--- config.mk ---
export PLATFORM = sky130hd
export DESIGN_NAME = apd_alternans_pacing_control
export DESIGN_NICKNAME = d
export VERILOG_FILES = /design/src/hdl/apdac_pkg.sv /design/src/hdl/apdac_ctl.sv /design/src/hdl/apd_alternans_pacing_control.sv
export SDC_FILE = /design/constraint.sdc
export NUM_CORES = 2
export LEC_CHECK = 0
export BUFFER_PORTS_ARGS = -buffer_cell sky130_fd_sc_hd__buf_2
export CELL_PAD_IN_SITES_DETAIL_PLACEMENT = 0
export CELL_PAD_IN_SITES_GLOBAL_PLACEMENT = 1
export CORE_ASPECT_RATIO = 0.9
export CORE_MARGIN = 2
export CORE_UTILIZATION = 25
export DETAILED_ROUTE_END_ITERATION = 8
export PLACE_DENSITY_LB_ADDON = 0.1
export SKIP_LAST_GASP = 1
export SYNTH_ARGS = -nofsm -noshare
export SYNTH_HDL_FRONTEND = slang
export SYNTH_SLANG_ARGS = --single-unit
--- constraint.sdc ---
create_clock -name clk -period 40.8 [get_ports clk]
set_clock_uncertainty 0.1 [all_clocks]
set_input_delay 8.16 -clock clk [delete_from_list [all_inputs] [get_ports clk]]
set_output_delay 8.16 -clock clk [all_outputs]
set_load 0.005 [all_outputs]
--- src/hdl/apdac_pkg.sv ---
package apdac_pkg;

  localparam int MODE_PACE     = 0;
  localparam int MODE_CONTROL  = 1;
  localparam int MODE_ONLY_NEG = 2;
  localparam int MODE_CONTINUE = 3;
  localparam int MODE_AUTOGAIN = 4;

  localparam logic [2:0] REG_NOMINAL  = 3'd0;
  localparam logic [2:0] REG_FRACTION = 3'd1;
  localparam logic [2:0] REG_GAIN     = 3'd2;
  localparam logic [2:0] REG_STEP     = 3'd3;
  localparam logic [2:0] REG_MODE     = 3'd4;

  localparam logic [15:0] NOMINAL_RST  = 16'd500;
  localparam logic [9:0]  FRACTION_RST = 10'd102;
  localparam logic [15:0] GAIN_RST     = 16'd2048;
  localparam logic [11:0] STEP_RST     = 12'd41;
  localparam logic [4:0]  MODE_RST     = 5'd4;
  localparam logic [3:0]  HIST_RST     = 4'b0101;

  // result of the per-beat control update
  typedef struct packed {
    logic signed [15:0] pert;
    logic               arm;
    logic [3:0]         hist;
    logic [15:0]        gain;
  } ctl_t;

endpackage

--- src/hdl/apdac_ctl.sv ---
module apdac_ctl (
  input  logic [15:0] duration_before,
  input  logic [15:0] duration_last,
  input  logic [15:0] gain,
  input  logic [11:0] gain_step,
  input  logic [4:0]  mode_flags,
  input  logic [3:0]  hist,
  output apdac_pkg::ctl_t res
);

  logic signed [16:0] diff;
  logic signed [33:0] prod;
  logic signed [33:0] prod_adj;
  logic signed [21:0] quot;
  logic signed [22:0] neg;
  logic signed [15:0] d;
  logic               bit_in;
  logic [3:0]         hist_n;
  logic [17:0]        gain_up;
  logic [16:0]        gain_dn;

  always_comb begin
    diff = $signed({1'b0, duration_before}) - $signed({1'b0, duration_last});
    prod = $signed({1'b0, gain}) * diff;
    // truncate toward zero on the shift
    prod_adj = prod + (prod[33] ? 34'sd4095 : 34'sd0);
    quot = prod_adj[33:12];
    neg = -{quot[21], quot};
    if (neg > 23'sd32767) begin
      d = 16'sh7fff;
    end else if (neg < -23'sd32768) begin
      d = -16'sh8000;
    end else begin
      d = neg[15:0];
    end
    res.pert = d;
    res.arm = !mode_flags[apdac_pkg::MODE_ONLY_NEG] || d[15];
    bit_in = !res.arm;
    hist_n = {bit_in, hist[3:1]};
    res.hist = hist_n;
    gain_up = {2'b0, gain} + {6'b0, gain_step};
    gain_dn = {1'b0, gain} - {5'b0, gain_step};
    if (!mode_flags[apdac_pkg::MODE_AUTOGAIN]) begin
      res.gain = gain;
    end else if (hist_n == 4'b0101 || hist_n == 4'b1010) begin
      res.gain = (gain_up > 18'd65535) ? 16'hffff : gain_up[15:0];
    end else begin
      res.gain = gain_dn[16] ? 16'd0 : gain_dn[15:0];
    end
  end

endmodule

--- src/hdl/apd_alternans_pacing_control.sv ---
// One sample per transaction, one result per sample, in order.
// The input transaction loads the sample into the input register; the result is
// loaded into the result register when that register is free and is offered from then on.
// Throughput: one sample per cycle while results are accepted; the per-sample
// update is one pass of logic between the input register and the result register.
// A stalled result holds one more sample in the input register, after which
// s_tready drops. Reset (rst, synchronous): both stages empty, all state and
// configuration registers to their defaults.
module apd_alternans_pacing_control #(
  parameter int PEAK_WINDOW = 25,
  parameter int PULSE_WIDTH = 2,
  parameter int SAMPLE_BITS = 16
) (
  input  logic clk,
  input  logic rst,
  input  logic s_tvalid,
  output logic s_tready,
  // sample_voltage, threshold_crossed, zero fill
  input  logic [((SAMPLE_BITS + 8) / 8) * 8 - 1:0] s_tdata,
  output logic m_tvalid,
  input  logic m_tready,
  // stimulus_active, beat_done, duration_scans, diastolic_scans,
  // perturbation, gain_now, zero fill
  output logic [71:0] m_tdata,
  input  logic        cfg_we,
  input  logic [2:0]  cfg_index,
  input  logic [15:0] cfg_data
);

  localparam int SB  = SAMPLE_BITS;
  localparam int WCW = $clog2(PEAK_WINDOW + 1);
  localparam int PCW = $clog2(PULSE_WIDTH + 1);
  localparam logic signed [SB-1:0] SMAX = {1'b0, {(SB-1){1'b1}}};
  localparam logic signed [SB-1:0] SMIN = {1'b1, {(SB-1){1'b0}}};
  localparam logic [WCW-1:0] WIN_END = WCW'(PEAK_WINDOW);
  localparam logic [PCW-1:0] PW = PCW'(PULSE_WIDTH);
  localparam logic signed [PCW:0] CPW = (PCW+1)'(PULSE_WIDTH);

  logic [15:0] nominal_interval;
  logic [9:0]  repol_fraction;
  logic [11:0] gain_step;
  logic [4:0]  mode_flags;

  logic                 in_valid;
  logic signed [SB-1:0] in_v;
  logic                 in_crossed;
  logic                 adv;

  logic [31:0]          scan_count;
  logic signed [SB-1:0] baseline_running, baseline_prev, baseline_prev2, peak_level;
  logic signed [SB+1:0] repol_level;
  logic [WCW-1:0]       window_count;
  logic [31:0]          beat_start, beat_end;
  logic [15:0]          duration_last, duration_before, diastolic_last;
  logic [16:0]          pace_interval_count;
  logic [PCW-1:0]       pace_pulse_count;
  logic                 control_pending;
  logic signed [17:0]   control_interval_count;
  logic signed [PCW:0]  control_pulse_count;
  logic signed [15:0]   perturb_last;
  logic [3:0]           sign_history;
  logic [15:0]          gain_value;
  logic                 stim_level;

  logic signed [SB-1:0] baseline_running_next, baseline_prev_next, baseline_prev2_next;
  logic signed [SB-1:0] peak_level_next;
  logic signed [SB+1:0] repol_level_next;
  logic [WCW-1:0]       window_count_next;
  logic [31:0]          beat_start_next, beat_end_next;
  logic [15:0]          duration_last_next, duration_before_next, diastolic_last_next;
  logic [16:0]          pace_interval_count_next;
  logic [PCW-1:0]       pace_pulse_count_next;
  logic                 control_pending_next;
  logic signed [17:0]   control_interval_count_next;
  logic signed [PCW:0]  control_pulse_count_next;
  logic signed [15:0]   perturb_last_next;
  logic [3:0]           sign_history_next;
  logic [15:0]          gain_value_next;
  logic                 stim_level_next;
  logic                 done;
  logic                 win_close;

  logic signed [SB-1:0]  base;
  logic signed [SB:0]    amp;
  logic signed [SB+11:0] rprod, rprod_adj;
  logic [31:0]           di_raw, apd_raw;
  logic [15:0]           apd_sat;
  logic signed [17:0]    cic_arm;
  apdac_pkg::ctl_t       ctl;

  assign adv = !m_tvalid || m_tready;
  assign s_tready = !in_valid || adv;

  // fed with the durations a beat end would produce, used only when one does
  apdac_ctl u_ctl (
    .duration_before (duration_last),
    .duration_last   (apd_sat),
    .gain            (gain_value),
    .gain_step       (gain_step),
    .mode_flags      (mode_flags),
    .hist            (sign_history),
    .res             (ctl)
  );

  always_comb begin
    stim_level_next = stim_level;
    pace_interval_count_next = pace_interval_count;
    pace_pulse_count_next = pace_pulse_count;
    // periodic pacing
    if (pace_interval_count == 17'd0 && mode_flags[apdac_pkg::MODE_PACE]) begin
      stim_level_next = 1'b1;
      pace_interval_count_next = {1'b0, nominal_interval};
      pace_pulse_count_next = PW;
    end
    if (pace_pulse_count_next == '0) stim_level_next = 1'b0;
    if (pace_interval_count_next != 17'd0) pace_interval_count_next = pace_interval_count_next - 17'd1;
    if (pace_pulse_count_next != '0) pace_pulse_count_next = pace_pulse_count_next - PCW'(1);

    // beat analysis
    baseline_running_next = (in_v < baseline_running) ? in_v : baseline_running;
    baseline_prev_next = baseline_prev;
    baseline_prev2_next = baseline_prev2;
    peak_level_next = peak_level;
    window_count_next = window_count;
    beat_start_next = beat_start;
    repol_level_next = repol_level;
    win_close = 1'b0;
    if (in_crossed) begin
      window_count_next = WCW'(1);
      beat_start_next = scan_count;
      baseline_prev2_next = baseline_prev;
      baseline_prev_next = baseline_running_next;
      baseline_running_next = SMAX;
      peak_level_next = SMIN;
    end
    base = (baseline_prev2_next > baseline_prev_next) ? baseline_prev2_next
                                                       : baseline_prev_next;
    if (window_count_next != '0 && window_count_next < WIN_END) begin
      if (in_v > peak_level_next) peak_level_next = in_v;
      window_count_next = window_count_next + WCW'(1);
      win_close = (window_count_next == WIN_END);
    end
    amp = {peak_level_next[SB-1], peak_level_next} - {base[SB-1], base};
    rprod = $signed({1'b0, repol_fraction}) * amp;
    rprod_adj = rprod + (rprod[SB+11] ? (SB+12)'(1023) : (SB+12)'(0));
    if (win_close) begin
      repol_level_next = {{2{base[SB-1]}}, base} + rprod_adj[SB+11:10];
    end

    done = 1'b0;
    duration_before_next = duration_before;
    duration_last_next = duration_last;
    diastolic_last_next = diastolic_last;
    beat_end_next = beat_end;
    di_raw = beat_start_next - beat_end;
    apd_raw = scan_count - beat_start_next;
    apd_sat = (apd_raw[31:16] != 16'd0) ? 16'hffff : apd_raw[15:0];
    if (window_count_next == WIN_END &&
        $signed({{2{in_v[SB-1]}}, in_v}) < repol_level_next) begin
      done = 1'b1;
      window_count_next = '0;
      duration_before_next = duration_last;
      diastolic_last_next = (di_raw[31:16] != 16'd0) ? 16'hffff : di_raw[15:0];
      beat_end_next = scan_count;
      duration_last_next = apd_sat;
    end

    perturb_last_next = perturb_last;
    sign_history_next = sign_history;
    gain_value_next = gain_value;
    control_pending_next = control_pending;
    control_interval_count_next = control_interval_count;
    cic_arm = $signed({1'b0, pace_interval_count_next}) + 18'(ctl.pert);
    if (done && mode_flags[apdac_pkg::MODE_CONTROL]) begin
      perturb_last_next = ctl.pert;
      sign_history_next = ctl.hist;
      gain_value_next = ctl.gain;
      if (ctl.arm) begin
        control_pending_next = 1'b1;
        control_interval_count_next = cic_arm;
        if (ctl.pert > 16'sd0 && !mode_flags[apdac_pkg::MODE_CONTINUE]) begin
          pace_interval_count_next = 17'(cic_arm + 18'sd1);
        end
      end
    end

    // control stimulus
    control_pulse_count_next = control_pulse_count;
    if (control_pending_next) begin
      if (control_interval_count_next == 18'sd0) begin
        stim_level_next = 1'b1;
        control_pulse_count_next = CPW;
        if (!mode_flags[apdac_pkg::MODE_CONTINUE]) begin
          pace_interval_count_next = {1'b0, nominal_interval};
        end
      end
      if (control_pulse_count_next == '0) begin
        stim_level_next = 1'b0;
        control_pending_next = 1'b0;
      end
      if (control_interval_count_next >= 18'sd0) begin
        control_interval_count_next = control_interval_count_next - 18'sd1;
      end
      // counts down to -1 and rests there
      if (!control_pulse_count_next[PCW]) begin
        control_pulse_count_next = control_pulse_count_next - (PCW+1)'(1);
      end
    end
  end

  always_ff @(posedge clk) begin
    if (s_tvalid && s_tready) begin
      in_v <= s_tdata[SB-1:0];
      in_crossed <= s_tdata[SB];
    end
    if (in_valid && adv) begin
      m_tdata <= {6'd0, gain_value_next, perturb_last_next, diastolic_last_next,
                  duration_last_next, done, stim_level_next};
    end
    if (rst) begin
      in_valid <= 1'b0;
      m_tvalid <= 1'b0;
      nominal_interval <= apdac_pkg::NOMINAL_RST;
      repol_fraction <= apdac_pkg::FRACTION_RST;
      gain_step <= apdac_pkg::STEP_RST;
      mode_flags <= apdac_pkg::MODE_RST;
      scan_count <= '0;
      baseline_running <= SMAX;
      baseline_prev <= SMAX;
      baseline_prev2 <= SMAX;
      peak_level <= SMIN;
      repol_level <= '0;
      window_count <= '0;
      beat_start <= '0;
      beat_end <= '0;
      duration_last <= '0;
      duration_before <= '0;
      diastolic_last <= '0;
      pace_interval_count <= '0;
      pace_pulse_count <= '0;
      control_pending <= 1'b0;
      control_interval_count <= '0;
      control_pulse_count <= '1;
      perturb_last <= '0;
      sign_history <= apdac_pkg::HIST_RST;
      gain_value <= apdac_pkg::GAIN_RST;
      stim_level <= 1'b0;
    end else begin
      if (s_tready) in_valid <= s_tvalid;
      if (adv) m_tvalid <= in_valid;
      if (in_valid && adv) begin
        scan_count <= scan_count + 32'd1;
        baseline_running <= baseline_running_next;
        baseline_prev <= baseline_prev_next;
        baseline_prev2 <= baseline_prev2_next;
        peak_level <= peak_level_next;
        repol_level <= repol_level_next;
        window_count <= window_count_next;
        beat_start <= beat_start_next;
        beat_end <= beat_end_next;
        duration_last <= duration_last_next;
        duration_before <= duration_before_next;
        diastolic_last <= diastolic_last_next;
        pace_interval_count <= pace_interval_count_next;
        pace_pulse_count <= pace_pulse_count_next;
        control_pending <= control_pending_next;
        control_interval_count <= control_interval_count_next;
        control_pulse_count <= control_pulse_count_next;
        perturb_last <= perturb_last_next;
        sign_history <= sign_history_next;
        gain_value <= gain_value_next;
        stim_level <= stim_level_next;
      end
      if (cfg_we) begin
        case (cfg_index)
          apdac_pkg::REG_NOMINAL:  nominal_interval <= cfg_data;
          apdac_pkg::REG_FRACTION: repol_fraction <= cfg_data[9:0];
          // gain_initial only matters as the value loaded into the gain
          apdac_pkg::REG_GAIN:     gain_value <= cfg_data;
          apdac_pkg::REG_STEP:     gain_step <= cfg_data[11:0];
          apdac_pkg::REG_MODE:     mode_flags <= cfg_data[4:0];
          default: ;
        endcase
      end
    end
  end

endmodule

== After elaboration in Yosys (flattened, before gate mapping) ==
Index checks and enable logic that the tools add are counted.

* $add $sub $neg: 18
* $mul: 2
* Order comparisons: 10
* Eq/ne operators: 8
* Mux-type cells: 58
* Reduce and logical (&&, ||, !) cells: 33

{| class="wikitable"
|+ Operators with widths
! cell !! number
|-
| $mux W16 || 23
|-
| $mux W17 || 8
|-
| $mux W18 || 5
|-
| $sub A32 B32 Y32 || 2
|-
| $add A34 B34 Y34 || 1
|-
| $mul A17 B17 Y34 || 1
|-
| $sub A16 B16 Y17 || 2
|-
| $add A32 B1 Y32 const B || 1
|-
| $gt A16 B16 Y1 || 2
|-
| $mux W32 || 1
|-
| $reduce_bool A16 Y1 || 2
|-
| $add A28 B11 Y28 || 1
|-
| $mul A11 B17 Y28 || 1
|-
| $gt A23 B16 Y1 const B || 1
|-
| $lt A23 B16 Y1 const B || 1
|-
| $neg A23 Y23 || 1
|-
| $add A18 B16 Y18 || 1
|-
| $add A18 B18 Y18 || 1
|-
| $ge A18 B1 Y1 const B || 1
|-
| $gt A18 B16 Y1 const B || 1
|-
| $logic_not A18 Y1 || 1
|-
| $lt A16 B18 Y1 || 1
|-
| $sub A18 B2 Y18 const B || 1
|-
| $add A16 B12 Y17 || 1
|-
| other kinds (31) || 68
|}

* Register bits: 421
* Bits of input ports: 48
* Output and inout port bits: 74
* Logic and storage cells: 158

== Logic depth before layout (Yosys ltp) ==
* Depth in word-level cells: 22
* Depth in mapped cells: 114
* Depth with buffers taken out: 110

== Hierarchy ==
From an unflattened synthesis, not the netlist that was laid out.

* Cell total of the unflattened synthesis: 5935
* Area total of the unflattened synthesis: 47959.7 µm²

{| class="wikitable"
|+ By module, submodules not included
! module !! times used !! cells an instance !! area an instance (µm²) !! seq. area each (µm²)
|-
| apd_alternans_pacing_control || 1 || 4163 || 34055.2 || 9258.9
|-
| apdac_ctl || 1 || 1772 || 13904.6 || 0.0
|}

== Least setup slack after synthesis ==
Ideal clock, no wire load.

* Path type: register -> register
* Start point: reg in_crossed
* End point: reg stim_level
* Setup time: 95 ps
* Arrival: 21794 ps
* Required time: 40605 ps
* Slack: 18810 ps
* Stages on the path, launching flop included: 95
* Path buffers: 8
* Clock period less this slack: 21990 ps
* Cell sequence: edfxtp_1 clkbuf_1 clkbuf_1 clkbuf_1 clkbuf_1 mux2i_1 inv_1 ha_1 fa_1 nor2b_1 o21ai_0 a21boi_0 o21ai_0 a21boi_0 o21ai_0 a21oi_1 o2111ai_1 a311oi_1 [... 59 more ...] clkbuf_1 o21ai_0 ha_1 ha_1 nor2_1 nand3_1 a311o_1 or2_2 a31oi_1 xor2_1 nor4_1 a21oi_1 a2111o_1 nor3_1 nor2_1 ha_1 or4_1 o311ai_1

* Longest elaborated chain between the ends: 21
* Elaborated cells on any way between the ends: 53
* Those cells by class: 9 x add/sub; 2 x mul; 6 x order compare; 2 x eq/ne; 26 x mux; 8 x reduce/logical

{| class="wikitable"
|+ RTL lines
! item !! line !! source
|-
| start: declaration || apd_alternans_pacing_control.sv:46 || <nowiki>logic in_crossed;</nowiki>
|-
| start signal: assignment || apd_alternans_pacing_control.sv:214 || <nowiki>in_crossed <= s_tdata[SB];</nowiki>
|-
| $mux W32 (*) || apd_alternans_pacing_control.sv:128 || <nowiki>if (in_crossed) begin</nowiki>
|-
| net beat_start_next[0] || apd_alternans_pacing_control.sv:69 || <nowiki>logic [31:0] beat_start_next, beat_end_next;</nowiki>
|-
| $sub A32 B32 Y32 (*) || apd_alternans_pacing_control.sv:156 || <nowiki>apd_raw = scan_count - beat_start_next;</nowiki>
|-
| $reduce_bool A16 Y1 || apd_alternans_pacing_control.sv:157 || <nowiki>apd_sat = (apd_raw[31:16] != 16'd0) ? 16'hffff : apd_raw[15:0];</nowiki>
|-
| $mux W16 (*) || apd_alternans_pacing_control.sv:157 ||
|-
| $sub A16 B16 Y17 (*) || apdac_ctl.sv:23 || <nowiki>diff = $signed({1'b0, duration_before}) - $signed({1'b0, duration_last});</nowiki>
|-
| $mul A17 B17 Y34 (*) || apdac_ctl.sv:24 || <nowiki>prod = $signed({1'b0, gain}) * diff;</nowiki>
|-
| $mux W12 || apdac_ctl.sv:26 || <nowiki>prod_adj = prod + (prod[33] ? 34'sd4095 : 34'sd0);</nowiki>
|-
| [... 6 more ...] || n/a ||
|-
| $mux W18 || apd_alternans_pacing_control.sv:178 || <nowiki>if (ctl.arm) begin</nowiki>
|-
| $mux W18 || apd_alternans_pacing_control.sv:174 || <nowiki>if (done && mode_flags[apdac_pkg::MODE_CONTROL]) begin</nowiki>
|-
| $logic_not A18 Y1 || apd_alternans_pacing_control.sv:190 || <nowiki>if (control_interval_count_next == 18'sd0) begin</nowiki>
|-
| $mux W3 || apd_alternans_pacing_control.sv:190 ||
|-
| $mux W3 || apd_alternans_pacing_control.sv:189 || <nowiki>if (control_pending_next) begin</nowiki>
|-
| $logic_not A3 Y1 || apd_alternans_pacing_control.sv:197 || <nowiki>if (control_pulse_count_next == '0) begin</nowiki>
|-
| $mux W1 || apd_alternans_pacing_control.sv:197 ||
|-
| $mux W1 (*) || apd_alternans_pacing_control.sv:189 ||
|-
| end signal: assignment || apd_alternans_pacing_control.sv:272 || <nowiki>stim_level <= stim_level_next;</nowiki>
|-
| end: declaration || apd_alternans_pacing_control.sv:63 || <nowiki>logic stim_level;</nowiki>
|}

Mark *: on every way through the listed nets, which the timed path passes. The rest lies on a longest branch. The select of a mux whose other input is x is not followed.
A chain may end at the register's enable or synchronous reset.

== Worst setup path in the final report ==
* Start point: reg in_crossed
* End point: reg pace_interval_count[1]

* Longest elaborated chain between the ends: 20
* Elaborated cells on any way between the ends: 56
* Those cells by class: 10 x add/sub; 2 x mul; 7 x order compare; 2 x eq/ne; 27 x mux; 8 x reduce/logical

{| class="wikitable"
|+ RTL lines
! item !! line !! source
|-
| $mux W32 (*) || apd_alternans_pacing_control.sv:128 ||
|-
| net beat_start_next[0] || apd_alternans_pacing_control.sv:69 ||
|-
| $sub A32 B32 Y32 (*) || apd_alternans_pacing_control.sv:156 ||
|-
| $reduce_bool A16 Y1 || apd_alternans_pacing_control.sv:157 ||
|-
| $mux W16 (*) || apd_alternans_pacing_control.sv:157 ||
|-
| $sub A16 B16 Y17 (*) || apdac_ctl.sv:23 ||
|-
| $mul A17 B17 Y34 (*) || apdac_ctl.sv:24 ||
|-
| $mux W12 || apdac_ctl.sv:26 ||
|-
| [... 5 more ...] || n/a ||
|-
| $add A18 B16 Y18 or $gt A16 B1 Y1 (tied branches) || apd_alternans_pacing_control.sv:173, apd_alternans_pacing_control.sv:181 ||
|-
| $add A17 B2 Y17 or $logic_and A1 B1 Y1 (tied branches) || apd_alternans_pacing_control.sv:182, apd_alternans_pacing_control.sv:181 ||
|-
| $mux W17 || apd_alternans_pacing_control.sv:181 || <nowiki>if (ctl.pert > 16'sd0 && !mode_flags[apdac_pkg::MODE_CONTINUE]) begin</nowiki>
|-
| $mux W17 || apd_alternans_pacing_control.sv:178 ||
|-
| $mux W17 || apd_alternans_pacing_control.sv:174 ||
|-
| $mux W17 || apd_alternans_pacing_control.sv:193 || <nowiki>if (!mode_flags[apdac_pkg::MODE_CONTINUE]) begin</nowiki>
|-
| $mux W17 || apd_alternans_pacing_control.sv:190 ||
|-
| $mux W17 (*) || apd_alternans_pacing_control.sv:189 ||
|-
| end signal: assignment || apd_alternans_pacing_control.sv:264 || <nowiki>pace_interval_count <= pace_interval_count_next;</nowiki>
|-
| end: declaration || apd_alternans_pacing_control.sv:55 || <nowiki>logic [16:0] pace_interval_count;</nowiki>
|}

Mark *: on every way through the listed nets, which the timed path passes. The rest lies on a longest branch.

==> key figures <==
Route
  – Antenna Violating Nets Remaining: 0
  – DRT iter0 DRCs: 2041
  – DRC Markers: 0
  – Per-cell routed wire length: 19.3 um
  – Final WL: 160000 um
  – Drt pass-1 iters: 5
  – Vias: 39600
  – Via density: 4.79

Setup path
  – CP max stage delay: 0.92 ns
  – Worst Reg2Reg Path Length in Cells: 84
  – Crit-path slowest cell: or4b_1
  – Setup Crit Path Kind: reg -> reg
  – Startpoint types: flip-flop
  – CP Capture Type: flip-flop
  – Arr. time, crit path: 26.79 ns
  – R2R setup slack: 14.43 ns
  – Worst-path maximum fanout: 18
  – Launching point of the worst reg2reg path: in_crossed
  – Worst r2r dst: pace_interval_count[1]
  – Data required, critical path: 41.22 ns
  – Crit path top cell by count: fa_1

Floorplan
  – Core Region: 185000 um^2
  – Die width: 459 um
  – Die area: 190000 um^2
  – # rows: 150
  – Initial core utilization: 25.1%
  – Ports: 122
  – Die Span Y: 414 um

Clock network
  – Worst skew pair latency: 0.70 ns
  – CTS tree: done
  – TritonCTS Buffers: 59
  – Hold Buf Count CTS: 0
  – Htree depth: 2
  – Total setup buffers inserted after CTS: 0
  – Sinks on Clock Net: 420
  – Clock transition at path regs: 0.06 ns
  – Post-cts resize count: 0
  – CTS root buf: clkbuf_16
  – Clk buf depth: 3

Yosys
  – Register area share after synthesis: 19.8%
  – Count of cell types in the netlist: 108
  – Mapped Cells: 5789
  – Synth warn: 0
  – Mapped cell area: 46600 um^2
  – Most common cell in the netlist: nand2_1
  – Asr flop ratio synth: 0%
  – Top_reg_cell synth: dfxtp_1
  – Average cell area after synthesis: 8.05 um^2
  – Synth area leader: fa_1
  – Synthesized flop and latch total: 420
  – Commonest cells post-synth: nand2_1 (702), inv_1 (677), nor2_1 (466)
  – Share of the synthesized area in the top cell type: 15.8%
  – Post-synth EDFFs: 83
  – Top cells by area, synth: fa_1 (16%), dfxtp_1 (14%), ha_1 (11%)

STA
  – Slew Limit Fails: 0
  – Max Freq: 0.0379 GHz
  – Max-slew headroom: 19.8%
  – Setup TNS: 0 ns
  – Final Setup Violations: 0
  – RSZ-0062 raised after global routing: no
  – Tmin final: 26.37 ns
  – Worst-Margin Slew: 1.20 ns
  – Final Hold Viols: 0
  – Final worst path period share: 64.6%

Power and ir drop
  – Worst VDD drop: 293 uV
  – PwrDens: 93.8 nW/um^2
  – Pleak: 22.7 nW

Global route
  – Vias in the first global route: 39400
  – GRT Overall Usage: 16.6%
  – Largest net degree at the start of global routing: 134
  – Initial antenna violation count: 11
  – Grt total ovfl: 0
  – First-pass GRT wire length: 246000 um

Place
  – Global placement routability congestion: 0.795
  – Hpwl dp: 121000 um
  – Port bufs: 108

Final layout
  – Layout area overhead: 11.8%
  – Share of layout cells above drive strength 1: 7.45%
  – Finished Core Util: 28.1%
  – Nets: 6624

Hold path
  – Hold Path Stages: 2
  – Worst min path class: reg -> reg
  – Hold EP: sign_history[2]
  – Worst hold start: sign_history[3]

Status
  – Status: completed

Flow run
  – # Max-Cap Violations: 0
==> area by class of cell <==
class | count | area [um^2]
well taps | 2432 | 3040
multi-input cells | 4423 | 33900
clock inverters | 45 | 526
fillers | 20100 | 133000
repair buffers | 205 | 1300
inverters | 680 | 2560
flip-flops and latches | 420 | 9240
clock buffers | 67 | 1540
diodes | 4 | 10.0
==> how the worst max path moves through the flow <==
stage          cells past startpoint                     end       start  slack [ns]
2_1_floorplan                     94              stim_level  in_crossed       18.81
5_1_grt                           84  pace_interval_count[1]  in_crossed       12.36
3_3_place_gp                      83  pace_interval_count[1]  in_crossed       14.68
3_5_place_dp                      84  pace_interval_count[1]  in_crossed       14.58
6_report                          84  pace_interval_count[1]  in_crossed       14.43
4_1_cts                           84  pace_interval_count[1]  in_crossed       14.33
==> per-layer routing <==
| metal | vias to the layer above | wire length, um | global-route usage, % |
|---|---|---|---|
| met3 | 121 | 4170 | 1.47 |
| met5 | - | 13 | 0 |
| li1 | 19700 | - | - |
| met1 | 19400 | 80300 | 24.0 |
| met2 | 471 | 72400 | 27.1 |
| met4 | 2 | 2600 | 3.00 |
==> cells in the final DEF (no fill, tap or decap), drive strengths merged, types with 24 or more instances in the layout <==
master / instances
a211oi: 110
a21o: 83
a21oi: 399
a311oi: 28
a31oi: 48
and2: 164
and3: 31
buf: 205
clkbuf: 67
clkinv: 24
dfxtp: 337
edfxtp: 83
fa: 369
ha: 418
inv: 684
mux2: 35
mux2i: 96
nand2: 703
nand2b: 67
nand3: 123
nand4: 50
nor2: 466
nor2b: 87
nor3: 132
nor4: 38
o211ai: 44
o21a: 32
o21ai: 254
o21bai: 45
o22ai: 24
or2: 28
or3: 45
xnor2: 140
xor2: 93
==> flip-flops by register name, indices dropped and copies added, names as in the netlist, 17 cells and up <==
name,flops
beat_start,32
scan_count,32
pace_interval_count,17
m_tdata,66
beat_end,32
control_interval_count,18
repol_level,18
==> kinds of logic (layout without fill, tap and decap cells) <==
group	count (synthesis)	after routing	synth area share (%)
muxes	131	131	2.91
and+or+nand+nor	1992	1992	20.2
other	1	10	0.00804
AOI/OAI and AO/OA	1269	1269	17.7
DFF	420	420	19.8
buffers and inverters	951	997	7.74
adders and majority gates	791	791	27.2
xor gates and xnor gates	234	234	4.48
==> where the power goes <==
part | internal (mW) | total, mW | switching [mW]
clock network | 0.329 | 0.561 | 0.232
registers | 0.438 | 0.450 | 0.0119
logic | 1.64 | 3.87 | 2.23
==> worst max-delay path, delay by kind of cell, from the launching register on <==
| kind | cells | cell delay [ns] |
|---|---|---|
| AO/OA/AOI/OAI | 35 | 9.91 |
| AND/OR/NAND/NOR | 23 | 6.74 |
| adder cells (fa/ha/maj) | 15 | 6.41 |
| buffers and inverters | 8 | 1.08 |
| flip-flops | 1 | 0.85 |
| XOR/XNOR | 2 | 0.61 |
| multiplexers | 1 | 0.41 |
==> through the flow <==
step	hold WS (ns)	power, mW	setup slack (ns)	std cells	instance area, um^2
floorplan	0.331	3.44	18.81	5794	46600
global placement	0.339	4.36	14.68	8160	50000
detailed placement	0.346	4.34	14.58	8160	50000
CTS	0.340	4.98	14.33	8272	52100
global route	0.374	5.49	12.36	8274	52100
finish	0.352	4.88	14.43	8276	52100
(Power assumes the default switching activity.)
